## src/rtl/akd_pkg.sv

```systemverilog
`timescale 1ns / 1ps

package akd_pkg;

    localparam int THR_BITS      = 10;
    localparam int DELAY_BITS    = 16;
    localparam int KEY_BITS      = 3;
    localparam int KIND_BITS     = 2;
    localparam int CFG_IDX_BITS  = 3;
    localparam int CFG_DATA_BITS = 16;

    typedef enum logic [KEY_BITS-1:0] {
        KEY_NONE   = 3'd0,
        KEY_RIGHT  = 3'd1,
        KEY_DOWN   = 3'd2,
        KEY_UP     = 3'd3,
        KEY_LEFT   = 3'd4,
        KEY_SELECT = 3'd5
    } key_t;

    typedef enum logic [KIND_BITS-1:0] {
        EV_NONE = 2'd0,
        EV_DOWN = 2'd1,
        EV_UP   = 2'd2,
        EV_LONG = 2'd3
    } kind_t;

    localparam logic [CFG_IDX_BITS-1:0] REG_NONE_THR   = 3'd0;
    localparam logic [CFG_IDX_BITS-1:0] REG_RIGHT_THR  = 3'd1;
    localparam logic [CFG_IDX_BITS-1:0] REG_DOWN_THR   = 3'd2;
    localparam logic [CFG_IDX_BITS-1:0] REG_UP_THR     = 3'd3;
    localparam logic [CFG_IDX_BITS-1:0] REG_LEFT_THR   = 3'd4;
    localparam logic [CFG_IDX_BITS-1:0] REG_LONG_DELAY = 3'd5;

    localparam logic [THR_BITS-1:0]   NONE_THR_RESET   = 10'd850;
    localparam logic [THR_BITS-1:0]   RIGHT_THR_RESET  = 10'd50;
    localparam logic [THR_BITS-1:0]   DOWN_THR_RESET   = 10'd250;
    localparam logic [THR_BITS-1:0]   UP_THR_RESET     = 10'd450;
    localparam logic [THR_BITS-1:0]   LEFT_THR_RESET   = 10'd650;
    localparam logic [DELAY_BITS-1:0] LONG_DELAY_RESET = 16'd1000;

    typedef struct packed {
        logic [THR_BITS-1:0]   none_thr;
        logic [THR_BITS-1:0]   right_thr;
        logic [THR_BITS-1:0]   down_thr;
        logic [THR_BITS-1:0]   up_thr;
        logic [THR_BITS-1:0]   left_thr;
        logic [DELAY_BITS-1:0] long_delay;
    } cfg_t;

endpackage

```

## src/rtl/akd_channels.sv

```systemverilog
`timescale 1ns / 1ps

interface akd_sample_if #(
    parameter int SAMPLE_BITS = 10,
    parameter int TIME_BITS   = 32
);
    logic                   valid;
    logic                   ready;
    logic [SAMPLE_BITS-1:0] adc_sample;
    logic [TIME_BITS-1:0]   now_time;

    modport source (output valid, output adc_sample, output now_time, input ready);
    modport sink   (input valid, input adc_sample, input now_time, output ready);
endinterface

interface akd_event_if;
    logic                          valid;
    logic                          ready;
    logic [akd_pkg::KIND_BITS-1:0] event_kind;
    logic [akd_pkg::KEY_BITS-1:0]  event_key;

    modport source (output valid, output event_kind, output event_key, input ready);
    modport sink   (input valid, input event_kind, input event_key, output ready);
endinterface

interface akd_cfg_if;
    logic                              valid;
    logic                              ready;
    logic [akd_pkg::CFG_IDX_BITS-1:0]  index;
    logic [akd_pkg::CFG_DATA_BITS-1:0] data;

    modport source (output valid, output index, output data, input ready);
    modport sink   (input valid, input index, input data, output ready);
endinterface

```

## src/rtl/akd_cfg_regs.sv

```systemverilog
`timescale 1ns / 1ps

module akd_cfg_regs (
    input  logic           clk,
    input  logic           rst_n,
    akd_cfg_if.sink        cfg,
    output akd_pkg::cfg_t  regs
);

    akd_pkg::cfg_t cfg_reg;
    akd_pkg::cfg_t cfg_next;
    logic          write_en;

    assign cfg.ready = 1'b1;
    assign write_en  = cfg.valid;
    assign regs      = cfg_reg;

    always_comb
    begin
        cfg_next = cfg_reg;
        if (write_en)
        begin
            unique case (cfg.index)
                akd_pkg::REG_NONE_THR:
                    cfg_next.none_thr = cfg.data[akd_pkg::THR_BITS-1:0];
                akd_pkg::REG_RIGHT_THR:
                    cfg_next.right_thr = cfg.data[akd_pkg::THR_BITS-1:0];
                akd_pkg::REG_DOWN_THR:
                    cfg_next.down_thr = cfg.data[akd_pkg::THR_BITS-1:0];
                akd_pkg::REG_UP_THR:
                    cfg_next.up_thr = cfg.data[akd_pkg::THR_BITS-1:0];
                akd_pkg::REG_LEFT_THR:
                    cfg_next.left_thr = cfg.data[akd_pkg::THR_BITS-1:0];
                akd_pkg::REG_LONG_DELAY:
                    cfg_next.long_delay = cfg.data[akd_pkg::DELAY_BITS-1:0];
                default:
                    cfg_next = cfg_reg;
            endcase
        end
    end

    always_ff @(posedge clk or negedge rst_n)
    begin
        if (!rst_n)
        begin
            cfg_reg.none_thr   <= akd_pkg::NONE_THR_RESET;
            cfg_reg.right_thr  <= akd_pkg::RIGHT_THR_RESET;
            cfg_reg.down_thr   <= akd_pkg::DOWN_THR_RESET;
            cfg_reg.up_thr     <= akd_pkg::UP_THR_RESET;
            cfg_reg.left_thr   <= akd_pkg::LEFT_THR_RESET;
            cfg_reg.long_delay <= akd_pkg::LONG_DELAY_RESET;
        end
        else
        begin
            cfg_reg <= cfg_next;
        end
    end

endmodule

```

## src/rtl/akd_classify.sv

```systemverilog
`timescale 1ns / 1ps

module akd_classify #(
    parameter int SAMPLE_BITS = 10
) (
    input  logic [SAMPLE_BITS-1:0] sample,
    input  akd_pkg::cfg_t          regs,
    output akd_pkg::key_t          key
);

    localparam int CMP_BITS = (SAMPLE_BITS > akd_pkg::THR_BITS) ?
                              SAMPLE_BITS : akd_pkg::THR_BITS;

    logic [CMP_BITS-1:0] s;

    assign s = CMP_BITS'(sample);

    always_comb
    begin
        priority if (s > CMP_BITS'(regs.none_thr))
            key = akd_pkg::KEY_NONE;
        else if (s < CMP_BITS'(regs.right_thr))
            key = akd_pkg::KEY_RIGHT;
        else if (s < CMP_BITS'(regs.down_thr))
            key = akd_pkg::KEY_DOWN;
        else if (s < CMP_BITS'(regs.up_thr))
            key = akd_pkg::KEY_UP;
        else if (s < CMP_BITS'(regs.left_thr))
            key = akd_pkg::KEY_LEFT;
        else
            key = akd_pkg::KEY_SELECT;
    end

endmodule

```

## src/rtl/akd_tracker.sv

```systemverilog
`timescale 1ns / 1ps

module akd_tracker #(
    parameter int SAMPLE_BITS = 10,
    parameter int TIME_BITS   = 32
) (
    input  logic                   clk,
    input  logic                   rst_n,
    akd_sample_if.sink             samples,
    akd_event_if.source            events,
    input  akd_pkg::cfg_t          regs,
    output logic [SAMPLE_BITS-1:0] held_sample,
    input  akd_pkg::key_t          key
);

    logic                   in_valid_reg;
    logic [SAMPLE_BITS-1:0] in_sample_reg;
    logic [TIME_BITS-1:0]   in_time_reg;

    logic                   out_valid_reg;
    akd_pkg::kind_t         out_kind_reg;
    akd_pkg::key_t          out_key_reg;

    akd_pkg::key_t          last_key_reg;
    akd_pkg::key_t          last_key_next;
    logic                   armed_reg;
    logic                   armed_next;
    logic [TIME_BITS-1:0]   deadline_reg;
    logic [TIME_BITS-1:0]   deadline_next;
    akd_pkg::kind_t         kind_next;
    akd_pkg::key_t          ekey_next;

    logic                   advance;
    logic                   in_take;

    assign advance       = in_valid_reg && (!out_valid_reg || events.ready);
    assign samples.ready = !in_valid_reg || advance;
    assign in_take       = samples.valid && samples.ready;
    assign held_sample   = in_sample_reg;

    assign events.valid      = out_valid_reg;
    assign events.event_kind = out_kind_reg;
    assign events.event_key  = out_key_reg;

    always_comb
    begin
        last_key_next = last_key_reg;
        armed_next    = armed_reg;
        deadline_next = deadline_reg;
        kind_next     = akd_pkg::EV_NONE;
        ekey_next     = akd_pkg::KEY_NONE;
        if (key == last_key_reg)
        begin
            if (key != akd_pkg::KEY_NONE && armed_reg && in_time_reg >= deadline_reg)
            begin
                armed_next = 1'b0;
                kind_next  = akd_pkg::EV_LONG;
                ekey_next  = key;
            end
        end
        else if (last_key_reg == akd_pkg::KEY_NONE)
        begin
            deadline_next = in_time_reg + TIME_BITS'(regs.long_delay);
            armed_next    = 1'b1;
            kind_next     = akd_pkg::EV_DOWN;
            ekey_next     = key;
            last_key_next = key;
        end
        else if (key == akd_pkg::KEY_NONE)
        begin
            armed_next    = 1'b0;
            deadline_next = '0;
            kind_next     = akd_pkg::EV_UP;
            ekey_next     = last_key_reg;
            last_key_next = akd_pkg::KEY_NONE;
        end
    end

    always_ff @(posedge clk or negedge rst_n)
    begin
        if (!rst_n)
        begin
            in_valid_reg  <= 1'b0;
            out_valid_reg <= 1'b0;
            last_key_reg  <= akd_pkg::KEY_NONE;
            armed_reg     <= 1'b0;
            deadline_reg  <= '0;
        end
        else
        begin
            if (samples.ready)
            begin
                in_valid_reg <= samples.valid;
            end
            if (advance)
            begin
                out_valid_reg <= 1'b1;
                last_key_reg  <= last_key_next;
                armed_reg     <= armed_next;
                deadline_reg  <= deadline_next;
            end
            else if (events.ready)
            begin
                out_valid_reg <= 1'b0;
            end
        end
    end

    always_ff @(posedge clk)
    begin
        if (in_take)
        begin
            in_sample_reg <= samples.adc_sample;
            in_time_reg   <= samples.now_time;
        end
        if (advance)
        begin
            out_kind_reg <= kind_next;
            out_key_reg  <= ekey_next;
        end
    end

endmodule

```

## src/rtl/analog_keypad_event_decoder.sv

```systemverilog
`timescale 1ns / 1ps

// Decoder for a resistor-ladder keypad read through an ADC.
// Each transaction on the samples channel carries one ADC reading and a timestamp,
// and produces exactly one transaction on the events channel: an event kind
// (none, key down, key up, long press) and the key it concerns.
// The cfg channel writes the five ladder thresholds and the long-press delay; it
// is always ready and must be used only while no sample is in flight.
// An accepted sample is held in the input register and its event in the single
// event output register, from which it can be taken; one sample is accepted every
// cycle while the events receiver keeps taking events.
// When the events receiver stalls, the pending sample holds in the input register
// and samples.ready drops until the output register drains.
// Reset empties both pipeline registers, returns the thresholds and delay to their
// defaults, forgets the held key and disarms the long-press timer.
module analog_keypad_event_decoder #(
    parameter int SAMPLE_BITS = 10,
    parameter int TIME_BITS   = 32
) (
    input  logic        clk,
    input  logic        rst_n,
    akd_sample_if.sink  samples,
    akd_event_if.source events,
    akd_cfg_if.sink     cfg
);

    akd_pkg::cfg_t          regs;
    akd_pkg::key_t          key;
    logic [SAMPLE_BITS-1:0] held_sample;

    akd_cfg_regs u_cfg_regs (
        .clk   (clk),
        .rst_n (rst_n),
        .cfg   (cfg),
        .regs  (regs)
    );

    akd_classify #(
        .SAMPLE_BITS (SAMPLE_BITS)
    ) u_classify (
        .sample (held_sample),
        .regs   (regs),
        .key    (key)
    );

    akd_tracker #(
        .SAMPLE_BITS (SAMPLE_BITS),
        .TIME_BITS   (TIME_BITS)
    ) u_tracker (
        .clk         (clk),
        .rst_n       (rst_n),
        .samples     (samples),
        .events      (events),
        .regs        (regs),
        .held_sample (held_sample),
        .key         (key)
    );

endmodule
```

## src/flat_wrapper.sv

```systemverilog
// flat-port wrapper written by rule: the top's interface ports become plain ports
module analog_keypad_event_decoder_flat 
#(
    parameter int SAMPLE_BITS = 10,
    parameter int TIME_BITS   = 32
)
  (clk, rst_n, samples_valid, samples_adc_sample, samples_now_time, samples_ready, events_valid, events_event_kind, events_event_key, events_ready, cfg_valid, cfg_index, cfg_data, cfg_ready);
  akd_sample_if #(.SAMPLE_BITS(SAMPLE_BITS), .TIME_BITS(TIME_BITS)) samples_i ();
  akd_event_if events_i ();
  akd_cfg_if cfg_i ();
  input  logic clk;
  input  logic rst_n;
  input wire logic [$bits(samples_i.valid)-1:0] samples_valid;
  input wire logic [$bits(samples_i.adc_sample)-1:0] samples_adc_sample;
  input wire logic [$bits(samples_i.now_time)-1:0] samples_now_time;
  output wire logic [$bits(samples_i.ready)-1:0] samples_ready;
  output wire logic [$bits(events_i.valid)-1:0] events_valid;
  output wire logic [$bits(events_i.event_kind)-1:0] events_event_kind;
  output wire logic [$bits(events_i.event_key)-1:0] events_event_key;
  input wire logic [$bits(events_i.ready)-1:0] events_ready;
  input wire logic [$bits(cfg_i.valid)-1:0] cfg_valid;
  input wire logic [$bits(cfg_i.index)-1:0] cfg_index;
  input wire logic [$bits(cfg_i.data)-1:0] cfg_data;
  output wire logic [$bits(cfg_i.ready)-1:0] cfg_ready;
  assign samples_i.valid = samples_valid;
  assign samples_i.adc_sample = samples_adc_sample;
  assign samples_i.now_time = samples_now_time;
  assign samples_ready = samples_i.ready;
  assign events_valid = events_i.valid;
  assign events_event_kind = events_i.event_kind;
  assign events_event_key = events_i.event_key;
  assign events_i.ready = events_ready;
  assign cfg_i.valid = cfg_valid;
  assign cfg_i.index = cfg_index;
  assign cfg_i.data = cfg_data;
  assign cfg_ready = cfg_i.ready;
  analog_keypad_event_decoder #(.SAMPLE_BITS(SAMPLE_BITS), .TIME_BITS(TIME_BITS)) u_core (.clk(clk), .rst_n(rst_n), .samples(samples_i), .events(events_i), .cfg(cfg_i));
endmodule
```

## config.mk

```make
export PLATFORM = sky130hd
export DESIGN_NAME = analog_keypad_event_decoder_flat
export DESIGN_NICKNAME = d
export VERILOG_FILES = /design/src/rtl/akd_pkg.sv /design/src/rtl/akd_channels.sv /design/src/rtl/akd_cfg_regs.sv /design/src/rtl/akd_classify.sv /design/src/rtl/akd_tracker.sv /design/src/rtl/analog_keypad_event_decoder.sv /design/src/flat_wrapper.sv
export SDC_FILE = /design/constraint.sdc
export NUM_CORES = 1
export LEC_CHECK = 0
export BUFFER_PORTS_ARGS = -buffer_cell sky130_fd_sc_hd__buf_2
export CAP_MARGIN = 20
export CORE_MARGIN = 2
export CORE_UTILIZATION = 55
export DETAILED_ROUTE_END_ITERATION = 10
export PLACE_DENSITY = 0.77
export SETUP_SLACK_MARGIN = 0.3
export SLEW_MARGIN = 20
export SYNTH_ARGS = -nofsm -noshare
export SYNTH_HDL_FRONTEND = slang
export SYNTH_HIERARCHICAL = 1
export SYNTH_SLANG_ARGS = --single-unit
```

## constraint.sdc

```tcl
create_clock -name clk -period 3.12 [get_ports clk]
set_input_delay 0.468 -clock clk [delete_from_list [all_inputs] [get_ports clk]]
set_output_delay 0.468 -clock clk [all_outputs]
set_load 0.03 [all_outputs]
```

==> impl_metrics.ini <==
[finish]
fin_nets = 1061
final_util = 0.692
largest_reg_flops = 66
n_antenna_cell = 0
drive_above_1_share = 0.367
final_cells = 1129
area_growth_pct = 24.0

[placed_design]
io_buffers = 72
dp.cells = 1071
pre_cts_ws_ns = -0.185
dp_hpwl_um = 13600
gp_congestion = 0.906

[pwr]
irDropWorstVdd_uv = 518
p_leak_nw = 4.99
power_density_mw_per_mm2 = 772
power_w = 0.00840

[synth]
yosys_warnings = 6
syn_area_mm2 = 0.00877
avgSynthCellArea_um2 = 11.4
synth_top_area_cell = dfrtp_1
synth_seq_cells = 151
ys_seq_area_frac = 0.462
synth_flop_cell = dfrtp_1
synth_edf_count = 47
syn_nets = 933
synth.distinct_cells = 73
synth_top_area_frac = 0.217
async_flop_share = 0.689
syn-instance-count = 772
ys_top_cells_by_area = dfrtp_1 (22%), edfxtp_1 (16%), ha_1 (13%)
synth_commonest_cells = ha_1 (94), inv_1 (89), dfrtp_1 (76)
synth.most_common_cell = ha_1

[worst_setup_path]
critPathMostFrequentCell = buf_4
path_max_fanout = 5
cp_num_buf_inv = 2
cp_top_family = simple AND/OR/NAND/NOR gates
critPathLaunchType = flop
required_ns = 3.43
arrival_ns = 3.75
reg2reg_depth = 13
max_stage_delay_ns = 0.52
crit_path_end_kind = flop
cpMaxStageDelayCell = or4_4
critical_path_class = reg -> reg
cp.depth = 13
path_cells = buf_4 > ha_1 > or4_4 > a31oi_4 > o21ai_2 > and3b_2 > buf_4 > nor3_4 > a21oi_4 > o31ai_2 > and3_1 > o21ai_4 > a31o_2

[sta]
setup_ws_ns = -0.316
min_period_over_period = 1.10
grt_setup_unrepaired = true
slew_violations = 0
fin_worst_skew_ns = 0.0122
max_freq_mhz = 291
finalHoldViolCount = 0
worst_pin_slew_ns = 0.766
max-slew-margin-rel = 0.490
period_needed_ns = 3.44
setup_viol_count_final = 30

[die]
fp.coreArea_mm2 = 0.0157
initial_core_util = 0.558
die_h_um = 130
ios = 74
dieWidth_um = 130
dieArea_mm2 = 0.0170
num_rows = 46

[cts]
htree_levels = 4
cts-root-buf = clkbuf_16
clk_pin_slew_worst_paths_ns = 0.06
clk_path_buf_depth = 2
insertion_delay_ns = 0.42
cts_tree = yes
cts_inserted_buffers = 17
cts.sinks = 151

[routing]
wirelength_um = 20600
ant_nets = 0
drt-initial-drc-count = 329
route.detailed.drc = 0
vias = 6441
drt_pass1_iterations = 5
wl_per_cell_um = 18.2
avgViaCountPerCell = 5.71

[global_routing]
grt_pass1_vias = 6637
antenna_found_initial = 0
overflow = 0
grt_usage = 0.245
grt_max_degree = 45
grt_pass1_wl_um = 31800

[run_status]
outcome = finished with violations
violations = negative setup slack

[hold_path]
hold_class = in -> async

[run]
max-cap-violations = 0
## power breakdown
part,switching [W],internal [W]
Combinational,0.00170,0.00160
Clock,0.000803,0.00138
Sequential,0.000340,0.00259
## worst paths after layout
path / startpoint / end / slack [ns]
setup / recovery: u_core/u_tracker/held_sample[4] / u_core/u_tracker/armed_reg / -0.32
hold / removal: rst_n / u_core/u_cfg_regs/regs[11] / 0.06
setup reg to reg: u_core/u_tracker/held_sample[4] / u_core/u_tracker/armed_reg / -0.32
hold reg to reg: u_core/u_tracker/deadline_reg[9] / u_core/u_tracker/deadline_reg[9] / 0.48
max in group asynchronous: rst_n / u_core/u_tracker/deadline_reg[17] / 2.29
min in group clk: samples_adc_sample[0] / u_core/u_tracker/held_sample[0] / 0.22
## per-stage QoR
stage          hold slack, ns  TNS [ns]  instance area, um^2
2_1_floorplan           0.172   -0.0231                 8890
3_3_place_gp            0.461    -0.589                 9610
3_5_place_dp            0.462     -1.90                 9610
4_1_cts                0.0704    -0.110                10600
5_1_grt                 0.101     -7.22                10900
6_report               0.0554     -3.56                10900
## layout make-up
cell class | count | area (um^2)
multi-input combinational | 514 | 4690
clock inverter | 12 | 175
clock buffer | 20 | 457
tap | 216 | 270
timing repair buffer | 127 | 903
fill | 1092 | 4840
inverter | 89 | 334
sequential | 151 | 4050
## metal layers
metal	global-route usage	routed length [um]	vias to the layer above
li1	-	-	3052
met1	0.282	8460	3169
met2	0.447	10800	172
met3	0.0439	720	48
met4	0.101	584	0
met5	0	0	-
## kinds of logic (layout without fill, tap and decap cells)
group           Yosys count  after routing  share of synthesized area
simple gates            168            168                      0.103
mux                      68             68                      0.104
flops                   151            151                      0.462
other cells               1              1                   0.000428
xor+xnor                 20             20                     0.0200
fa+ha+maj                95             95                      0.136
compound gates          162            162                      0.124
buf+inv                 107            248                     0.0502
## layout by cell type, fill, tap and decap left out, drive strengths merged, types with 8 or more instances in the layout
cell    instances
a211oi         10
o21ai          45
dfrtp          76
a21oi          33
buf           126
nand3          22
o31ai           8
nand2          59
xnor2          14
nor3            8
nor2           17
ha             94
a21o           16
nand2b          9
dfstp          28
inv            89
mux2           66
edfxtp         47
clkbuf         21
nand4          12
a31oi           9
## what timing repair did
action                                 4_1_cts  5_1_grt
buffers inserted                            13       12
resized for setup                           57       47
hold buffers                                 0        0
cloned                                       0        1
pin swaps                                   15       25
setup endpoints to repair                   41       41
endpoints found under the hold margin        0        0
Power figures use the tool's default switching activity.
